<file path="src/hdl/twcr_pkg.sv">
// Shared types, constants and codes for the textured wall column renderer.
`timescale 1ns / 1ps

package twcr_pkg;

    localparam int FRAC_BITS_DEF = 16;
    localparam int DIM_BITS      = 12;
    localparam int CFG_DIM_W     = 13;
    localparam int COLOR_W       = 24;
    localparam int LH_W          = 16;
    localparam int COORD_W       = 31;
    localparam int DIR_W         = 32;
    localparam int STEP_W        = 32;
    localparam int POS_W         = 40;
    localparam int BASE_W        = 17;
    localparam int CFG_IDX_W     = 3;
    localparam int TEX_IDX_W     = 2;
    localparam int CLASS_W       = 2;

    // Configuration register indexes.
    localparam logic [CFG_IDX_W-1:0] CFG_TEX_WIDTH     = 3'd0;
    localparam logic [CFG_IDX_W-1:0] CFG_TEX_HEIGHT    = 3'd1;
    localparam logic [CFG_IDX_W-1:0] CFG_SCREEN_HEIGHT = 3'd2;
    localparam logic [CFG_IDX_W-1:0] CFG_CEILING_COLOR = 3'd3;
    localparam logic [CFG_IDX_W-1:0] CFG_FLOOR_COLOR   = 3'd4;

    localparam logic [CFG_DIM_W-1:0] TEX_WIDTH_RST     = 13'd64;
    localparam logic [CFG_DIM_W-1:0] TEX_HEIGHT_RST    = 13'd64;
    localparam logic [CFG_DIM_W-1:0] SCREEN_HEIGHT_RST = 13'd480;

    // Input item kinds.
    localparam logic KIND_COLUMN = 1'b0;
    localparam logic KIND_ROW    = 1'b1;

    // Pixel classes.
    localparam logic [CLASS_W-1:0] PC_CEILING = 2'd0;
    localparam logic [CLASS_W-1:0] PC_TEXEL   = 2'd1;
    localparam logic [CLASS_W-1:0] PC_FLOOR   = 2'd2;
    localparam logic [CLASS_W-1:0] PC_NONE    = 2'd3;

    // Wall texture selection by hit side and step sign.
    localparam logic [TEX_IDX_W-1:0] TEX_X_NEG = 2'd0;
    localparam logic [TEX_IDX_W-1:0] TEX_Y_NEG = 2'd1;
    localparam logic [TEX_IDX_W-1:0] TEX_Y_POS = 2'd2;
    localparam logic [TEX_IDX_W-1:0] TEX_X_POS = 2'd3;

    typedef enum logic {
        ST_IDLE,
        ST_SETUP
    } t_top_state;

    typedef enum logic [2:0] {
        SU_IDLE,
        SU_HIT,
        SU_FRAC,
        SU_TEX,
        SU_TXOUT,
        SU_DIV,
        SU_POS,
        SU_DONE
    } t_su_state;

    typedef struct packed {
        logic                 hit_side;
        logic                 step_positive;
        logic [COORD_W-1:0]   coord;
        logic [DIR_W-1:0]     dir;
        logic [COORD_W-1:0]   distance;
        logic [LH_W-1:0]      line_height;
        logic [DIM_BITS-1:0]  slice_top;
        logic [CFG_DIM_W-1:0] screen_height;
        logic [CFG_DIM_W-1:0] tex_width;
        logic [CFG_DIM_W-1:0] tex_height;
    } t_setup_req;

    typedef struct packed {
        logic [DIM_BITS-1:0]  texel_x;
        logic [TEX_IDX_W-1:0] texture;
        logic [STEP_W-1:0]    step;
        logic [POS_W-1:0]     position;
    } t_setup_res;

endpackage

</file>
<file path="src/hdl/textured_wall_column_renderer.sv">
// Top level of the textured wall column renderer: stream ports, config registers, row stepping.
`timescale 1ns / 1ps

// A column item (tuser = 0) sets up texture mapping for one wall slice and produces no
// transfer on the output; it holds the input stream while one shared adder runs the setup
// serially: a bit-serial multiply for the wall hit, another for the texel column, a
// restoring divide for the vertical step and a final multiply for the starting texture
// position. A row item gives one pixel transfer; the output register takes the next row
// in the same cycle as the waiting pixel is taken, so rows stream at one per cycle while
// the receiver keeps up and the input stalls while it holds off. Row items sent while no
// column is active are consumed and give nothing.

module textured_wall_column_renderer #(
    parameter int FRAC_BITS = twcr_pkg::FRAC_BITS_DEF
) (
    input  logic         i_clk,
    input  logic         i_rst_n,
    input  logic         i_cfg_we,
    input  logic [2:0]   i_cfg_index,
    input  logic [23:0]  i_cfg_data,
    input  logic         i_s_axis_tvalid,
    output logic         o_s_axis_tready,
    // hit_side, step_positive, player_x, player_y, ray_dir_x, ray_dir_y, wall_distance,
    // line_height, slice_top, slice_bottom, column, zero padding
    input  logic [215:0] i_s_axis_tdata,
    // kind
    input  logic [0:0]   i_s_axis_tuser,
    output logic         o_m_axis_tvalid,
    input  logic         i_m_axis_tready,
    // out_column, out_row, texture_index, texel_x, texel_y, color, zero padding
    output logic [79:0]  o_m_axis_tdata,
    // pixel_class
    output logic [1:0]   o_m_axis_tuser,
    output logic         o_m_axis_tlast
);

    localparam int DB = twcr_pkg::DIM_BITS;
    localparam int CW = twcr_pkg::CFG_DIM_W;
    localparam logic [CW-1:0] ROW_MAX = CW'(1 << DB);

    twcr_pkg::t_top_state r_state, n_state;

    logic [CW-1:0]                  r_tex_width;
    logic [CW-1:0]                  r_tex_height;
    logic [CW-1:0]                  r_screen_height;
    logic [twcr_pkg::COLOR_W-1:0]   r_ceiling_color;
    logic [twcr_pkg::COLOR_W-1:0]   r_floor_color;

    logic                           r_col_active, n_col_active;
    logic [DB-1:0]                  r_row, n_row;
    logic [DB-1:0]                  r_cur_column, n_cur_column;
    logic [DB-1:0]                  r_cur_top, n_cur_top;
    logic [DB-1:0]                  r_cur_bottom, n_cur_bottom;
    logic [DB-1:0]                  r_cur_texel_x, n_cur_texel_x;
    logic [twcr_pkg::TEX_IDX_W-1:0] r_cur_texture, n_cur_texture;
    logic [twcr_pkg::STEP_W-1:0]    r_tex_step, n_tex_step;
    logic [twcr_pkg::POS_W-1:0]     r_tex_pos, n_tex_pos;

    logic                           r_out_valid, n_out_valid;
    logic [DB-1:0]                  r_out_column, n_out_column;
    logic [DB-1:0]                  r_out_row, n_out_row;
    logic [twcr_pkg::CLASS_W-1:0]   r_out_class, n_out_class;
    logic [twcr_pkg::TEX_IDX_W-1:0] r_out_texture, n_out_texture;
    logic [DB-1:0]                  r_out_texel_x, n_out_texel_x;
    logic [DB-1:0]                  r_out_texel_y, n_out_texel_y;
    logic [twcr_pkg::COLOR_W-1:0]   r_out_color, n_out_color;
    logic                           r_out_last, n_out_last;

    // Input fields.
    logic                           w_hit_side;
    logic                           w_step_positive;
    logic [twcr_pkg::COORD_W-1:0]   w_player_x;
    logic [twcr_pkg::COORD_W-1:0]   w_player_y;
    logic [twcr_pkg::DIR_W-1:0]     w_ray_dir_x;
    logic [twcr_pkg::DIR_W-1:0]     w_ray_dir_y;
    logic [twcr_pkg::COORD_W-1:0]   w_wall_distance;
    logic [twcr_pkg::LH_W-1:0]      w_line_height;
    logic [DB-1:0]                  w_slice_top;
    logic [DB-1:0]                  w_slice_bottom;
    logic [DB-1:0]                  w_column;

    assign w_hit_side      = i_s_axis_tdata[0];
    assign w_step_positive = i_s_axis_tdata[1];
    assign w_player_x      = i_s_axis_tdata[32:2];
    assign w_player_y      = i_s_axis_tdata[63:33];
    assign w_ray_dir_x     = i_s_axis_tdata[95:64];
    assign w_ray_dir_y     = i_s_axis_tdata[127:96];
    assign w_wall_distance = i_s_axis_tdata[158:128];
    assign w_line_height   = i_s_axis_tdata[174:159];
    assign w_slice_top     = i_s_axis_tdata[186:175];
    assign w_slice_bottom  = i_s_axis_tdata[198:187];
    assign w_column        = i_s_axis_tdata[210:199];

    logic                 w_s_acc;
    logic                 w_is_col;
    logic                 w_su_done;
    twcr_pkg::t_setup_req w_req;
    twcr_pkg::t_setup_res w_res;
    logic [CW-1:0]        w_row_limit;
    logic [CW-1:0]        w_row_next;
    logic [CW-1:0]        w_hmask;
    logic                 w_last;

    assign o_s_axis_tready = (r_state == twcr_pkg::ST_IDLE) && (!r_out_valid || i_m_axis_tready);
    assign w_s_acc         = i_s_axis_tvalid && o_s_axis_tready;
    assign w_is_col        = (i_s_axis_tuser[0] == twcr_pkg::KIND_COLUMN);

    assign w_row_limit = (r_screen_height > ROW_MAX) ? ROW_MAX : r_screen_height;
    assign w_row_next  = {1'b0, r_row} + CW'(1);
    assign w_last      = (w_row_next >= w_row_limit);
    assign w_hmask     = r_tex_height - CW'(1);

    always_comb begin
        w_req.hit_side      = w_hit_side;
        w_req.step_positive = w_step_positive;
        w_req.coord         = w_hit_side ? w_player_x : w_player_y;
        w_req.dir           = w_hit_side ? w_ray_dir_x : w_ray_dir_y;
        w_req.distance      = w_wall_distance;
        w_req.line_height   = w_line_height;
        w_req.slice_top     = w_slice_top;
        w_req.screen_height = r_screen_height;
        w_req.tex_width     = r_tex_width;
        w_req.tex_height    = r_tex_height;
    end

    twcr_setup_unit #(
        .FRAC_BITS(FRAC_BITS)
    ) u_setup (
        .i_clk   (i_clk),
        .i_rst_n (i_rst_n),
        .i_start (w_s_acc && w_is_col),
        .i_req   (w_req),
        .o_done  (w_su_done),
        .o_res   (w_res)
    );

    // Next state.
    always_comb begin
        n_state = r_state;
        case (r_state)
            twcr_pkg::ST_IDLE:  if (w_s_acc && w_is_col) n_state = twcr_pkg::ST_SETUP;
            twcr_pkg::ST_SETUP: if (w_su_done) n_state = twcr_pkg::ST_IDLE;
            default:            n_state = twcr_pkg::ST_IDLE;
        endcase
    end

    // Column state, row stepping and the output register.
    always_comb begin
        n_col_active  = r_col_active;
        n_row         = r_row;
        n_cur_column  = r_cur_column;
        n_cur_top     = r_cur_top;
        n_cur_bottom  = r_cur_bottom;
        n_cur_texel_x = r_cur_texel_x;
        n_cur_texture = r_cur_texture;
        n_tex_step    = r_tex_step;
        n_tex_pos     = r_tex_pos;
        n_out_valid   = r_out_valid && !i_m_axis_tready;
        n_out_column  = r_out_column;
        n_out_row     = r_out_row;
        n_out_class   = r_out_class;
        n_out_texture = r_out_texture;
        n_out_texel_x = r_out_texel_x;
        n_out_texel_y = r_out_texel_y;
        n_out_color   = r_out_color;
        n_out_last    = r_out_last;

        if (w_su_done) begin
            n_cur_texel_x = w_res.texel_x;
            n_cur_texture = w_res.texture;
            n_tex_step    = w_res.step;
            n_tex_pos     = w_res.position;
        end

        if (w_s_acc && w_is_col) begin
            n_cur_top    = w_slice_top;
            n_cur_bottom = w_slice_bottom;
            n_cur_column = w_column;
            n_row        = '0;
            n_col_active = (r_screen_height != '0);
        end else if (w_s_acc && r_col_active) begin
            n_out_valid   = 1'b1;
            n_out_column  = r_cur_column;
            n_out_row     = r_row;
            n_out_class   = twcr_pkg::PC_NONE;
            n_out_texture = '0;
            n_out_texel_x = '0;
            n_out_texel_y = '0;
            n_out_color   = '0;
            n_out_last    = w_last;
            // Tests go in this order; rows equal to the top or bottom stay untouched.
            if (r_row < r_cur_top) begin
                n_out_class = twcr_pkg::PC_CEILING;
                n_out_color = r_ceiling_color;
            end else if (r_row > r_cur_top && r_row < r_cur_bottom) begin
                n_out_class   = twcr_pkg::PC_TEXEL;
                n_out_texture = r_cur_texture;
                n_out_texel_x = r_cur_texel_x;
                n_out_texel_y = r_tex_pos[FRAC_BITS +: DB] & w_hmask[DB-1:0];
                n_tex_pos     = r_tex_pos + twcr_pkg::POS_W'(r_tex_step);
            end else if (r_row > r_cur_bottom) begin
                n_out_class = twcr_pkg::PC_FLOOR;
                n_out_color = r_floor_color;
            end
            n_row = w_row_next[DB-1:0];
            if (w_last) begin
                n_col_active = 1'b0;
            end
        end
    end

    always_ff @(posedge i_clk) begin
        if (!i_rst_n) begin
            r_state         <= twcr_pkg::ST_IDLE;
            r_col_active    <= 1'b0;
            r_row           <= '0;
            r_out_valid     <= 1'b0;
            r_tex_width     <= twcr_pkg::TEX_WIDTH_RST;
            r_tex_height    <= twcr_pkg::TEX_HEIGHT_RST;
            r_screen_height <= twcr_pkg::SCREEN_HEIGHT_RST;
            r_ceiling_color <= '0;
            r_floor_color   <= '0;
        end else begin
            r_state      <= n_state;
            r_col_active <= n_col_active;
            r_row        <= n_row;
            r_out_valid  <= n_out_valid;
            if (i_cfg_we) begin
                case (i_cfg_index)
                    twcr_pkg::CFG_TEX_WIDTH:     r_tex_width     <= i_cfg_data[CW-1:0];
                    twcr_pkg::CFG_TEX_HEIGHT:    r_tex_height    <= i_cfg_data[CW-1:0];
                    twcr_pkg::CFG_SCREEN_HEIGHT: r_screen_height <= i_cfg_data[CW-1:0];
                    twcr_pkg::CFG_CEILING_COLOR: r_ceiling_color <= i_cfg_data;
                    twcr_pkg::CFG_FLOOR_COLOR:   r_floor_color   <= i_cfg_data;
                    default: begin
                    end
                endcase
            end
        end
    end

    always_ff @(posedge i_clk) begin
        r_cur_column  <= n_cur_column;
        r_cur_top     <= n_cur_top;
        r_cur_bottom  <= n_cur_bottom;
        r_cur_texel_x <= n_cur_texel_x;
        r_cur_texture <= n_cur_texture;
        r_tex_step    <= n_tex_step;
        r_tex_pos     <= n_tex_pos;
        r_out_column  <= n_out_column;
        r_out_row     <= n_out_row;
        r_out_class   <= n_out_class;
        r_out_texture <= n_out_texture;
        r_out_texel_x <= n_out_texel_x;
        r_out_texel_y <= n_out_texel_y;
        r_out_color   <= n_out_color;
        r_out_last    <= n_out_last;
    end

    assign o_m_axis_tvalid = r_out_valid;
    assign o_m_axis_tdata  = {6'b0, r_out_color, r_out_texel_y, r_out_texel_x,
                              r_out_texture, r_out_row, r_out_column};
    assign o_m_axis_tuser  = r_out_class;
    assign o_m_axis_tlast  = r_out_last;

    a_done_in_setup: assert property (@(posedge i_clk) disable iff (!i_rst_n)
        w_su_done |-> (r_state == twcr_pkg::ST_SETUP))
        else $error("setup finished outside of a column setup");

    a_col_starts: assert property (@(posedge i_clk) disable iff (!i_rst_n)
        (w_s_acc && w_is_col) |=> (r_state == twcr_pkg::ST_SETUP && r_row == '0))
        else $error("column item did not start setup at row zero");

    a_texel_inside: assert property (@(posedge i_clk) disable iff (!i_rst_n)
        (r_out_valid && r_out_class == twcr_pkg::PC_TEXEL)
            |-> (r_out_row > r_cur_top && r_out_row < r_cur_bottom))
        else $error("texel pixel outside the wall slice");

    a_last_ends: assert property (@(posedge i_clk) disable iff (!i_rst_n)
        (w_s_acc && !w_is_col && r_col_active && w_last) |=> !r_col_active)
        else $error("last row did not end the column");

endmodule

</file>
<file path="src/hdl/twcr_setup_unit.sv">
// Column setup sequencer built around one shared adder: texel column, step and start position.
`timescale 1ns / 1ps

module twcr_setup_unit #(
    parameter int FRAC_BITS = twcr_pkg::FRAC_BITS_DEF
) (
    input  logic                 i_clk,
    input  logic                 i_rst_n,
    input  logic                 i_start,
    input  twcr_pkg::t_setup_req i_req,
    output logic                 o_done,
    output twcr_pkg::t_setup_res o_res
);

    localparam int ACC_W  = (2 * FRAC_BITS > twcr_pkg::POS_W) ? 2 * FRAC_BITS
                                                               : twcr_pkg::POS_W;
    localparam int DIVD_W = twcr_pkg::CFG_DIM_W + FRAC_BITS;
    localparam int QW     = (DIVD_W > twcr_pkg::STEP_W) ? DIVD_W : twcr_pkg::STEP_W + 1;
    localparam int PART_W = twcr_pkg::LH_W + 1;
    localparam int CNT_W  = 6;
    localparam logic [CNT_W-1:0] HIT_LAST = CNT_W'(twcr_pkg::COORD_W - 1);
    localparam logic [CNT_W-1:0] TEX_LAST = CNT_W'(twcr_pkg::CFG_DIM_W - 1);
    localparam logic [CNT_W-1:0] DIV_LAST = CNT_W'(DIVD_W - 1);
    localparam logic [CNT_W-1:0] POS_LAST = CNT_W'(twcr_pkg::STEP_W - 1);

    twcr_pkg::t_su_state r_state, n_state;

    logic [CNT_W-1:0]                 r_cnt, n_cnt;
    logic [ACC_W-1:0]                 r_acc, n_acc;
    logic [ACC_W-1:0]                 r_mcand, n_mcand;
    logic [twcr_pkg::STEP_W-1:0]      r_mplier, n_mplier;
    logic [DIVD_W-1:0]                r_quo, n_quo;
    logic [twcr_pkg::LH_W-1:0]        r_div, n_div;
    logic [twcr_pkg::COORD_W-1:0]     r_coord, n_coord;
    logic [twcr_pkg::CFG_DIM_W-1:0]   r_tw, n_tw;
    logic [twcr_pkg::CFG_DIM_W-1:0]   r_th, n_th;
    logic signed [twcr_pkg::BASE_W-1:0] r_base, n_base;
    logic [twcr_pkg::DIM_BITS-1:0]    r_texel_x, n_texel_x;
    logic [twcr_pkg::TEX_IDX_W-1:0]   r_texture, n_texture;
    logic [twcr_pkg::STEP_W-1:0]      r_step, n_step;

    // Shared adder and its operand selection.
    logic [ACC_W-1:0]  w_add_a;
    logic [ACC_W-1:0]  w_add_b;
    logic              w_add_cin;
    logic [ACC_W:0]    w_sum;
    logic [PART_W-1:0] w_partial;
    logic [DIVD_W-1:0] w_quo_next;
    logic [QW-1:0]     w_quo_ext;
    logic [twcr_pkg::STEP_W-1:0] w_step_sat;
    logic [CNT_W-1:0]  w_cnt_last;
    logic              w_last;

    assign w_partial  = {r_acc[twcr_pkg::LH_W-1:0], r_quo[DIVD_W-1]};
    assign w_sum      = {1'b0, w_add_a} + {1'b0, w_add_b} + (ACC_W + 1)'(w_add_cin);
    assign w_quo_next = {r_quo[DIVD_W-2:0], w_sum[ACC_W]};
    assign w_quo_ext  = QW'(w_quo_next);
    assign w_step_sat = (|w_quo_ext[QW-1:twcr_pkg::STEP_W]) ? '1
                                                             : w_quo_ext[twcr_pkg::STEP_W-1:0];
    assign w_last     = (r_cnt == w_cnt_last);

    always_comb begin
        w_add_a    = r_acc;
        w_add_b    = '0;
        w_add_cin  = 1'b0;
        w_cnt_last = HIT_LAST;
        case (r_state)
            twcr_pkg::SU_HIT: begin
                w_add_b = r_mcand;
            end
            twcr_pkg::SU_FRAC: begin
                w_add_a = ACC_W'(r_coord);
                w_add_b = r_acc >> FRAC_BITS;
            end
            twcr_pkg::SU_TEX: begin
                w_add_b    = r_mcand;
                w_cnt_last = TEX_LAST;
            end
            twcr_pkg::SU_TXOUT: begin
                // Width plus the complement of the texel column gives width - column - 1.
                w_add_a = ACC_W'(r_tw);
                w_add_b = ~(r_acc >> FRAC_BITS);
            end
            twcr_pkg::SU_DIV: begin
                w_add_a    = ACC_W'(w_partial);
                w_add_b    = ~ACC_W'(r_div);
                w_add_cin  = 1'b1;
                w_cnt_last = DIV_LAST;
            end
            twcr_pkg::SU_POS: begin
                w_add_b    = r_mcand;
                w_cnt_last = POS_LAST;
            end
            default: begin
                w_add_b = '0;
            end
        endcase
    end

    // Next state.
    always_comb begin
        n_state = r_state;
        case (r_state)
            twcr_pkg::SU_IDLE:  if (i_start) n_state = twcr_pkg::SU_HIT;
            twcr_pkg::SU_HIT:   if (w_last) n_state = twcr_pkg::SU_FRAC;
            twcr_pkg::SU_FRAC:  n_state = twcr_pkg::SU_TEX;
            twcr_pkg::SU_TEX:   if (w_last) n_state = twcr_pkg::SU_TXOUT;
            twcr_pkg::SU_TXOUT: n_state = twcr_pkg::SU_DIV;
            twcr_pkg::SU_DIV:   if (w_last) n_state = twcr_pkg::SU_POS;
            twcr_pkg::SU_POS:   if (w_last) n_state = twcr_pkg::SU_DONE;
            twcr_pkg::SU_DONE:  n_state = twcr_pkg::SU_IDLE;
            default:            n_state = twcr_pkg::SU_IDLE;
        endcase
    end

    // Datapath.
    always_comb begin
        n_cnt     = r_cnt;
        n_acc     = r_acc;
        n_mcand   = r_mcand;
        n_mplier  = r_mplier;
        n_quo     = r_quo;
        n_div     = r_div;
        n_coord   = r_coord;
        n_tw      = r_tw;
        n_th      = r_th;
        n_base    = r_base;
        n_texel_x = r_texel_x;
        n_texture = r_texture;
        n_step    = r_step;
        case (r_state)
            twcr_pkg::SU_IDLE: begin
                if (i_start) begin
                    n_cnt    = '0;
                    n_acc    = '0;
                    n_mcand  = ACC_W'($signed(i_req.dir));
                    n_mplier = twcr_pkg::STEP_W'(i_req.distance);
                    n_coord  = i_req.coord;
                    n_tw     = i_req.tex_width;
                    n_th     = i_req.tex_height;
                    n_div    = (i_req.line_height == '0) ? twcr_pkg::LH_W'(1)
                                                         : i_req.line_height;
                    n_base   = $signed(
                        {{(twcr_pkg::BASE_W - twcr_pkg::DIM_BITS){1'b0}}, i_req.slice_top}
                      + {{(twcr_pkg::BASE_W - twcr_pkg::LH_W + 1){1'b0}},
                         i_req.line_height[twcr_pkg::LH_W-1:1]}
                      - {{(twcr_pkg::BASE_W - twcr_pkg::CFG_DIM_W + 1){1'b0}},
                         i_req.screen_height[twcr_pkg::CFG_DIM_W-1:1]});
                    if (i_req.hit_side == 1'b0) begin
                        n_texture = i_req.step_positive ? twcr_pkg::TEX_X_POS
                                                        : twcr_pkg::TEX_X_NEG;
                    end else begin
                        n_texture = i_req.step_positive ? twcr_pkg::TEX_Y_POS
                                                        : twcr_pkg::TEX_Y_NEG;
                    end
                end
            end
            twcr_pkg::SU_HIT, twcr_pkg::SU_TEX, twcr_pkg::SU_POS: begin
                if (r_mplier[0]) begin
                    n_acc = w_sum[ACC_W-1:0];
                end
                n_mcand  = r_mcand << 1;
                n_mplier = r_mplier >> 1;
                n_cnt    = w_last ? '0 : r_cnt + 1'b1;
            end
            twcr_pkg::SU_FRAC: begin
                // Only the fraction of the wall hit matters from here on.
                n_mcand  = ACC_W'(w_sum[FRAC_BITS-1:0]);
                n_mplier = twcr_pkg::STEP_W'(r_tw);
                n_acc    = '0;
            end
            twcr_pkg::SU_TXOUT: begin
                n_texel_x = w_sum[twcr_pkg::DIM_BITS-1:0];
                n_acc     = '0;
                n_quo     = {r_th, {FRAC_BITS{1'b0}}};
            end
            twcr_pkg::SU_DIV: begin
                // Restoring division, one quotient bit per cycle; the carry means no borrow.
                n_acc = w_sum[ACC_W] ? ACC_W'(w_sum[twcr_pkg::LH_W-1:0])
                                     : ACC_W'(w_partial[twcr_pkg::LH_W-1:0]);
                n_quo = w_quo_next;
                n_cnt = w_last ? '0 : r_cnt + 1'b1;
                if (w_last) begin
                    n_step   = w_step_sat;
                    n_acc    = '0;
                    n_mcand  = ACC_W'(r_base);
                    n_mplier = w_step_sat;
                end
            end
            default: begin
                n_cnt = r_cnt;
            end
        endcase
    end

    always_ff @(posedge i_clk) begin
        if (!i_rst_n) begin
            r_state <= twcr_pkg::SU_IDLE;
            r_cnt   <= '0;
        end else begin
            r_state <= n_state;
            r_cnt   <= n_cnt;
        end
    end

    always_ff @(posedge i_clk) begin
        r_acc     <= n_acc;
        r_mcand   <= n_mcand;
        r_mplier  <= n_mplier;
        r_quo     <= n_quo;
        r_div     <= n_div;
        r_coord   <= n_coord;
        r_tw      <= n_tw;
        r_th      <= n_th;
        r_base    <= n_base;
        r_texel_x <= n_texel_x;
        r_texture <= n_texture;
        r_step    <= n_step;
    end

    assign o_done         = (r_state == twcr_pkg::SU_DONE);
    assign o_res.texel_x  = r_texel_x;
    assign o_res.texture  = r_texture;
    assign o_res.step     = r_step;
    assign o_res.position = r_acc[twcr_pkg::POS_W-1:0];

    a_start_idle: assert property (@(posedge i_clk) disable iff (!i_rst_n)
        i_start |-> (r_state == twcr_pkg::SU_IDLE))
        else $error("setup started while the unit was busy");

    a_done_pulse: assert property (@(posedge i_clk) disable iff (!i_rst_n)
        o_done |=> !o_done)
        else $error("setup done held for more than one cycle");

    a_rem_below: assert property (@(posedge i_clk) disable iff (!i_rst_n)
        (r_state == twcr_pkg::SU_DIV) |-> (r_acc < ACC_W'(r_div)))
        else $error("division remainder not below divisor");

endmodule
</file>
<file path="config.mk">
export PLATFORM = sky130hd
export DESIGN_NAME = textured_wall_column_renderer
export DESIGN_NICKNAME = d
export VERILOG_FILES = /design/src/hdl/twcr_pkg.sv /design/src/hdl/textured_wall_column_renderer.sv /design/src/hdl/twcr_setup_unit.sv
export SDC_FILE = /design/constraint.sdc
export NUM_CORES = 1
export LEC_CHECK = 0
export ABC_AREA = 0
export BUFFER_PORTS_ARGS = -buffer_cell sky130_fd_sc_hd__buf_2
export CORE_AREA = 2 2 277 252
export CTS_CLUSTER_SIZE = 24
export DETAILED_ROUTE_END_ITERATION = 6
export DIE_AREA = 0 0 279 254
export HOLD_SLACK_MARGIN = 0.02
export RECOVER_POWER = 50
export SLEW_MARGIN = 5
export SYNTH_ARGS = -nofsm -noshare
export SYNTH_HDL_FRONTEND = slang
export SYNTH_SLANG_ARGS = --single-unit
</file>
<file path="constraint.sdc">
create_clock -name i_clk -period 12.45 [get_ports i_clk]
set_input_delay 1.245 -clock i_clk [delete_from_list [all_inputs] [get_ports i_clk]]
set_output_delay 1.245 -clock i_clk [all_outputs]
set_load 0.02 [all_outputs]
</file>
# After elaboration in Yosys (flattened, before gate mapping)
# Cells that the tools add are included.
# word_totals
word_cells	166
out_inout_bits	85
input_bits	249
register_bits	581
# op_classes
eq_ne	18
n_bitwise	8
addsub	8
n_reduce_logical	38
magnitude_cmp	6
muxes	49
# ops
operator	count
one-hot mux 40 bit (4 select lines)	3
2-to-1 mux 40 bit	10
one-hot mux 32 bit (4 select lines)	1
one-hot mux 40 bit (3 select lines)	1
2-to-1 mux 32 bit	3
2-to-1 mux 24 bit	3
one-hot mux 29 bit (2 select lines)	1
adder 40 x 40 -> 41 bit	1
adder 41 x 1 -> 41 bit	1
adder 40 x 29 -> 40 bit	1
NOT 16 -> 40 bit	1
NOT 24 -> 40 bit	1
2-to-1 mux 31 bit	1
greater-than comparator 12 bit	2
< comparator 12 bit	2
one-hot mux 3 bit (8 select lines)	1
AND reduction 2 bit	10
subtractor 17 x 12 -> 17 bit	1
adder 12 x 15 -> 16 bit	1
zero test 16 bit	1
2-to-1 mux 16 bit	1
equality test 3 bit, second input constant	5
2-to-1 mux 3 bit	5
one-hot mux 5 bit (3 select lines)	1
other kinds (29)	69

# Longest topological paths before layout
# depth
ltp_word	8
ltp_mapped	24
depth_no_buf	22

# By module
# From an unflattened synthesis, not the netlist that was laid out.
# unflattened
cells_unflattened	2701
hier_area_um2	28835.2
# modules_own_cells
module	area_each_um2	cells_each	seq_area_each_um2	instances
twcr_setup_unit	15199.6	1404	8378.0	1
textured_wall_column_renderer	13635.6	1297	7257.0	1

# Least setup slack after synthesis
# OpenSTA, ideal clock, no wires.
# synth_timing
path_type	input to register
startpoint	input port i_m_axis_tready
endpoint	register u_setup.r_mcand[0], enable pin
path_stages	6
n_path_buf	0
arrival_ns	12.058
setup_ns	0.524
required_time_ns	11.926
path_slack_ns	-0.132
path_cell_list	nand2b_1 nor2b_1 nand2_1 nor3_1 a21oi_1 a21oi_1
# synth_via
elab_chain_cells	6
# synth_rtl
element	line_no	rtl
start: declaration	textured_wall_column_renderer.sv:29	input logic i_m_axis_tready,
logical OR 1 bit	textured_wall_column_renderer.sv:104	assign o_s_axis_tready = (r_state == twcr_pkg::ST_IDLE) && (!r_out_valid || i_m_axis_tready);
logical AND 1 bit	textured_wall_column_renderer.sv:104	
via o_s_axis_tready	textured_wall_column_renderer.sv:22	output logic o_s_axis_tready,
logical AND 1 bit	textured_wall_column_renderer.sv:105	assign w_s_acc = i_s_axis_tvalid && o_s_axis_tready;
logical AND 1 bit	textured_wall_column_renderer.sv:131	.i_start (w_s_acc && w_is_col),
inequality test 2 x 1 -> 1 bit (no line)	-	
AND reduction 3 bit (no line)	-	
end signal: assignment	twcr_setup_unit.sv:208	r_mcand <= n_mcand;
end: declaration	twcr_setup_unit.sv:30	logic [ACC_W-1:0] r_mcand, n_mcand;
# The timed path passes the listed nets, and every way through them passes these cells.
# A chain may end at the register's enable or synchronous reset.

# Worst setup path after layout
# layout_timing
startpoint	register u_setup.r_state[2]
endpoint	register u_setup.r_acc[39] (data pin)
# layout_via
elab_chain_cells	7
word_cells_on_any_way	16
cone_classes	add/sub (2); eq/ne (6); mux (5); reduce/logical (3)
# layout_rtl
element	line_no	rtl
start: declaration	twcr_setup_unit.sv:26	twcr_pkg::t_su_state r_state, n_state;
start signal: assignment	twcr_setup_unit.sv:198	r_state <= twcr_pkg::SU_IDLE;
start signal: assignment	twcr_setup_unit.sv:201	r_state <= n_state;
equality test 3 x 1 -> 1 bit, or another cell as far along	twcr_setup_unit.sv:67, twcr_setup_unit.sv:131	
OR reduction 3 bit (no line)	-	
one-hot mux 40 bit (4 select lines)	twcr_setup_unit.sv:67	case (r_state)
adder 40 x 40 -> 41 bit	twcr_setup_unit.sv:55	assign w_sum = {1'b0, w_add_a} + {1'b0, w_add_b} + (ACC_W + 1)'(w_add_cin);
adder 41 x 1 -> 41 bit	twcr_setup_unit.sv:55	
2-to-1 mux 40 bit	twcr_setup_unit.sv:159	if (r_mplier[0]) begin
one-hot mux 40 bit (4 select lines) *	twcr_setup_unit.sv:131	case (r_state)
via u_setup.n_acc[39]	twcr_setup_unit.sv:29	logic [ACC_W-1:0] r_acc, n_acc;
end signal: assignment	twcr_setup_unit.sv:207	r_acc <= n_acc;
end: declaration	twcr_setup_unit.sv:29	
# The timed path passes the listed nets; every way through them passes the cells marked *. The select of a mux whose other input is x is not followed.

==> load_flow_metrics.sql <==
INSERT INTO impl_metrics (metric_group, metric, value, unit) VALUES
('routing', 'drcViolationCount', '4', ''),
('logic_synthesis', 'ys_ff_latch', '566', ''),
('clock_network', 'postCtsSetupRepairBufs', '0', ''),
('routing', 'drt-initial-drc-count', '2090', ''),
('timing', 'fin_worst_skew', '46.2', 'ps'),
('final_layout', 'nNetsFinal', '3289', ''),
('hold_path', 'min-delay-path-class', 'reg2reg', ''),
('timing', 'timing.final.crit_share', '0.667', ''),
('logic_synthesis', 'synthArstFlopShare', '0', ''),
('grt', 'number_of_global_route_vias_before_repair', '20862', ''),
('logic_synthesis', 'synth-edff-count', '427', ''),
('timing', 'rsz_0062_raised_after_global_routing', 'no', ''),
('floorplan', 'core_region_area', '0.0680', 'sq mm'),
('final_layout', 'synthToLayoutAreaGrowth', '15.4', '%'),
('critical_path', 'critical_path.endpoint_type', 'flop', ''),
('floorplan', 'io_pins', '334', ''),
('timing', 'setup_total_negative_slack', '0', 'ps'),
('grt', 'grt_first_pass_wirelength', '128000', 'um'),
('logic_synthesis', 'post_synth_main_area_contributors', 'edfxtp_1 (45%), dfxtp_1 (9.8%), ha_1 (5.9%)', ''),
('place', 'placed_cell_area', '0.0308', 'sq mm'),
('critical_path', 'cp.required', '12830', 'ps'),
('logic_synthesis', 'top_flip_flop_cell_by_instance_count_after_synthesis', 'edfxtp_1', ''),
('power', 'power.static_leakage', '12.8', 'nW'),
('critical_path', 'r2r_slack', '4150', 'ps'),
('power', 'irDropWorstVdd', '0.177', 'mV'),
('grt', 'grt_overall_usage', '0.241', ''),
('logic_synthesis', 'synth_cell_types', '82', ''),
('final_layout', 'layout-drive-gt1-share', '0.132', ''),
('routing', 'vias', '21829', ''),
('critical_path', 'kind_of_launch_point_of_the_worst_setup_path', 'flop', ''),
('logic_synthesis', 'synth_most_common_cell', 'nand2_1', ''),
('critical_path', 'critical-path-top-cell-by-count', 'a21oi_1', ''),
('logic_synthesis', 'synth.cell_area', '0.0283', 'sq mm'),
('logic_synthesis', 'yosysWarnings', '0', ''),
('routing', 'drt.antenna.violating_nets', '0', ''),
('logic_synthesis', 'yosysSeqAreaShare', '0.551', ''),
('floorplan', 'start_util', '0.417', ''),
('floorplan', 'rows', '91', ''),
('floorplan', 'die_height', '254', 'um'),
('logic_synthesis', 'netlist_top_cells_count', 'nand2_1 (434), edfxtp_1 (427), a21oi_1 (223)', ''),
('outcome', 'failing_checks', 'DRC, capacitance limit, slew limit', ''),
('clock_network', 'clock-sinks', '566', ''),
('final_layout', 'final_design_area_no_fill', '0.0327', 'sq mm'),
('place', 'detailed_place_hpwl', '65200', 'um'),
('routing', 'routed_via_density', '5.68', ''),
('power', 'power_per_cell_area', '224', 'mW/mm^2'),
('critical_path', 'path_max_fanout', '69', ''),
('logic_synthesis', 'synth.largest_area_cell', 'edfxtp_1', ''),
('clock_network', 'clkTransAtPathRegs', '60', 'ps'),
('final_layout', 'num-fill-cells', '6193', ''),
('clock_network', 'cts_buffer_depth', '3', ''),
('clock_network', 'post_cts_resized', '0', ''),
('timing', 'timing_max_transition_violations_final', '299', ''),
('clock_network', 'tritoncts.num_buffers', '61', ''),
('critical_path', 'critical_path.cell_chain', 'nand2_1 > clkinv_1 > clkbuf_1 > nor2_1 > buf_4 > inv_2 > buf_4 > nor2_1 > a221oi_1 > a21oi_1 > ha_1 > a211oi_1 > o21ai_0 > a221oi_2 > o211ai_1 > a21oi_1 > a21oi_1 > o31a_1 > o31ai_1 > mux2i_1', ''),
('timing', 'fin_crit', '8300', 'ps'),
('clock_network', 'insertion_delay', '650', 'ps'),
('grt', 'grt_remaining_overflow', '0', ''),
('grt', 'grt_max_degree', '85', ''),
('job', 'max-cap-violations', '6', ''),
('timing', 'finalSetupViolCount', '0', ''),
('outcome', 'run_status', 'complete, but fails checks', ''),
('routing', 'first_pass_iters', '7', ''),
('clock_network', 'cts.htree.levels', '2', ''),
('timing', 'max_freq', '120', 'MHz'),
('clock_network', 'clock_root_buffer', 'clkbuf_16', ''),
('grt', 'antenna_found_initial', '6', ''),
('critical_path', 'crit_arrival', '8690', 'ps'),
('floorplan', 'dieWidth', '279', 'um'),
('timing', 'max-slew-margin-rel', '-1.84', ''),
('clock_network', 'cts_tree', 'yes', '');
## layout by cell type, fill, tap and decap left out, drive strengths merged, types with 7 or more instances in the layout
cell / count
ha: 134
and3: 53
and2: 29
edfxtp: 427
o21ai: 122
a211o: 9
nor3: 29
nand3: 28
mux2i: 53
a221oi: 18
clkinv: 18
nor4: 9
a22o: 41
nand4: 23
clkbuf: 203
inv: 96
o211ai: 26
buf: 232
xor2: 47
a21o: 63
nand2: 434
dfxtp: 139
nor2b: 24
o21a: 19
nor2: 128
nand2b: 15
a31oi: 10
xnor2: 56
o2111ai: 22
o21bai: 13
or3: 10
mux2: 36
o31ai: 12
a211oi: 21
a21oi: 225
a22oi: 29
a222oi: 19
bufinv: 7
## critical path, delay by kind of cell, from the launching register on
| kind | cells | cell delay (ps) |
|---|---|---|
| AOI/OAI and AO/OA | 10 | 3040 |
| adders and majority gates | 1 | 260 |
| buffers and inverters | 5 | 2450 |
| DFF | 1 | 960 |
| muxes | 1 | 150 |
| and+or+nand+nor | 3 | 1110 |
## final timing paths
path / to / startpoint / depth (start not counted)
setup / recovery: u_setup.r_acc[39] / u_setup.r_state[2] / 20
hold / removal: r_tex_step[10] / u_setup.r_step[10] / 0
setup reg to reg: u_setup.r_acc[39] / u_setup.r_state[2] / 20
hold reg to reg: r_tex_step[10] / u_setup.r_step[10] / 0
## flip-flops by register name, summed over array words and instances, names as in the netlist, 13 cells and up
| register | count |
|---|---|
| u_setup.r_coord | 31 |
| r_floor_color | 24 |
| u_setup.r_quo | 29 |
| u_setup.r_th | 13 |
| u_setup.r_step | 28 |
| r_ceiling_color | 24 |
| r_tex_pos | 28 |
| r_tex_height | 13 |
| r_screen_height | 13 |
| u_setup.r_div | 16 |
| u_setup.r_base | 17 |
| u_setup.r_mcand | 40 |
| u_setup.r_tw | 13 |
| r_tex_step | 28 |
| u_setup.r_acc | 40 |
| u_setup.r_mplier | 31 |
| r_out_color | 24 |
| r_tex_width | 13 |
## kinds of logic after synthesis
kind of cell	synth area share
simple gates	0.127
compound gates	0.162
flops	0.551
buf+inv	0.0333
fa+ha+maj	0.0627
xor+xnor	0.0318
mux	0.0330
other cells	0.000132
## area by class of cell
type                            count  area, sq um  share of cell area
Sequential cell                   566        15600               0.477
Multi-Input combinational cell   1828        11900               0.362
Clock buffer                       85         1730              0.0529
Timing Repair Buffer              350         1650              0.0505
Tap cell                          883         1100              0.0338
Clock inverter                     31          392              0.0120
Inverter                           94          353              0.0108
Antenna cell                        3         7.51            0.000230
## routing by layer
metal	GRT usage	vias up	wire, um
li1	-	10239	-
met1	0.334	10650	38300
met2	0.370	821	38800
met3	0.0594	115	7800
met4	0.0800	4	2560
met5	0	-	27
## stage by stage
step           hold WS, ps  setup slack (ps)  total power, mW  utilization  cells
2_1_floorplan          400              2720             4.45            -   2634
3_3_place_gp           400              5530             5.35        0.453   3721
3_5_place_dp           405              5450             5.38        0.453   3721
4_1_cts                387              5420             7.30        0.484   3837
5_1_grt                412              3550             7.68        0.481   3839
6_report               385              4150             7.33        0.481   3840
## where the power goes
| group | switching, mW | total, mW | internal [mW] | leakage, nW |
|---|---|---|---|---|
| Clock | 0.781 | 1.90 | 1.12 | 1.03 |
| Combinational | 1.85 | 2.76 | 0.907 | 6.76 |
| Sequential | 0.203 | 2.66 | 2.46 | 4.98 |
Note: power is estimated with default switching activity, not from simulation.
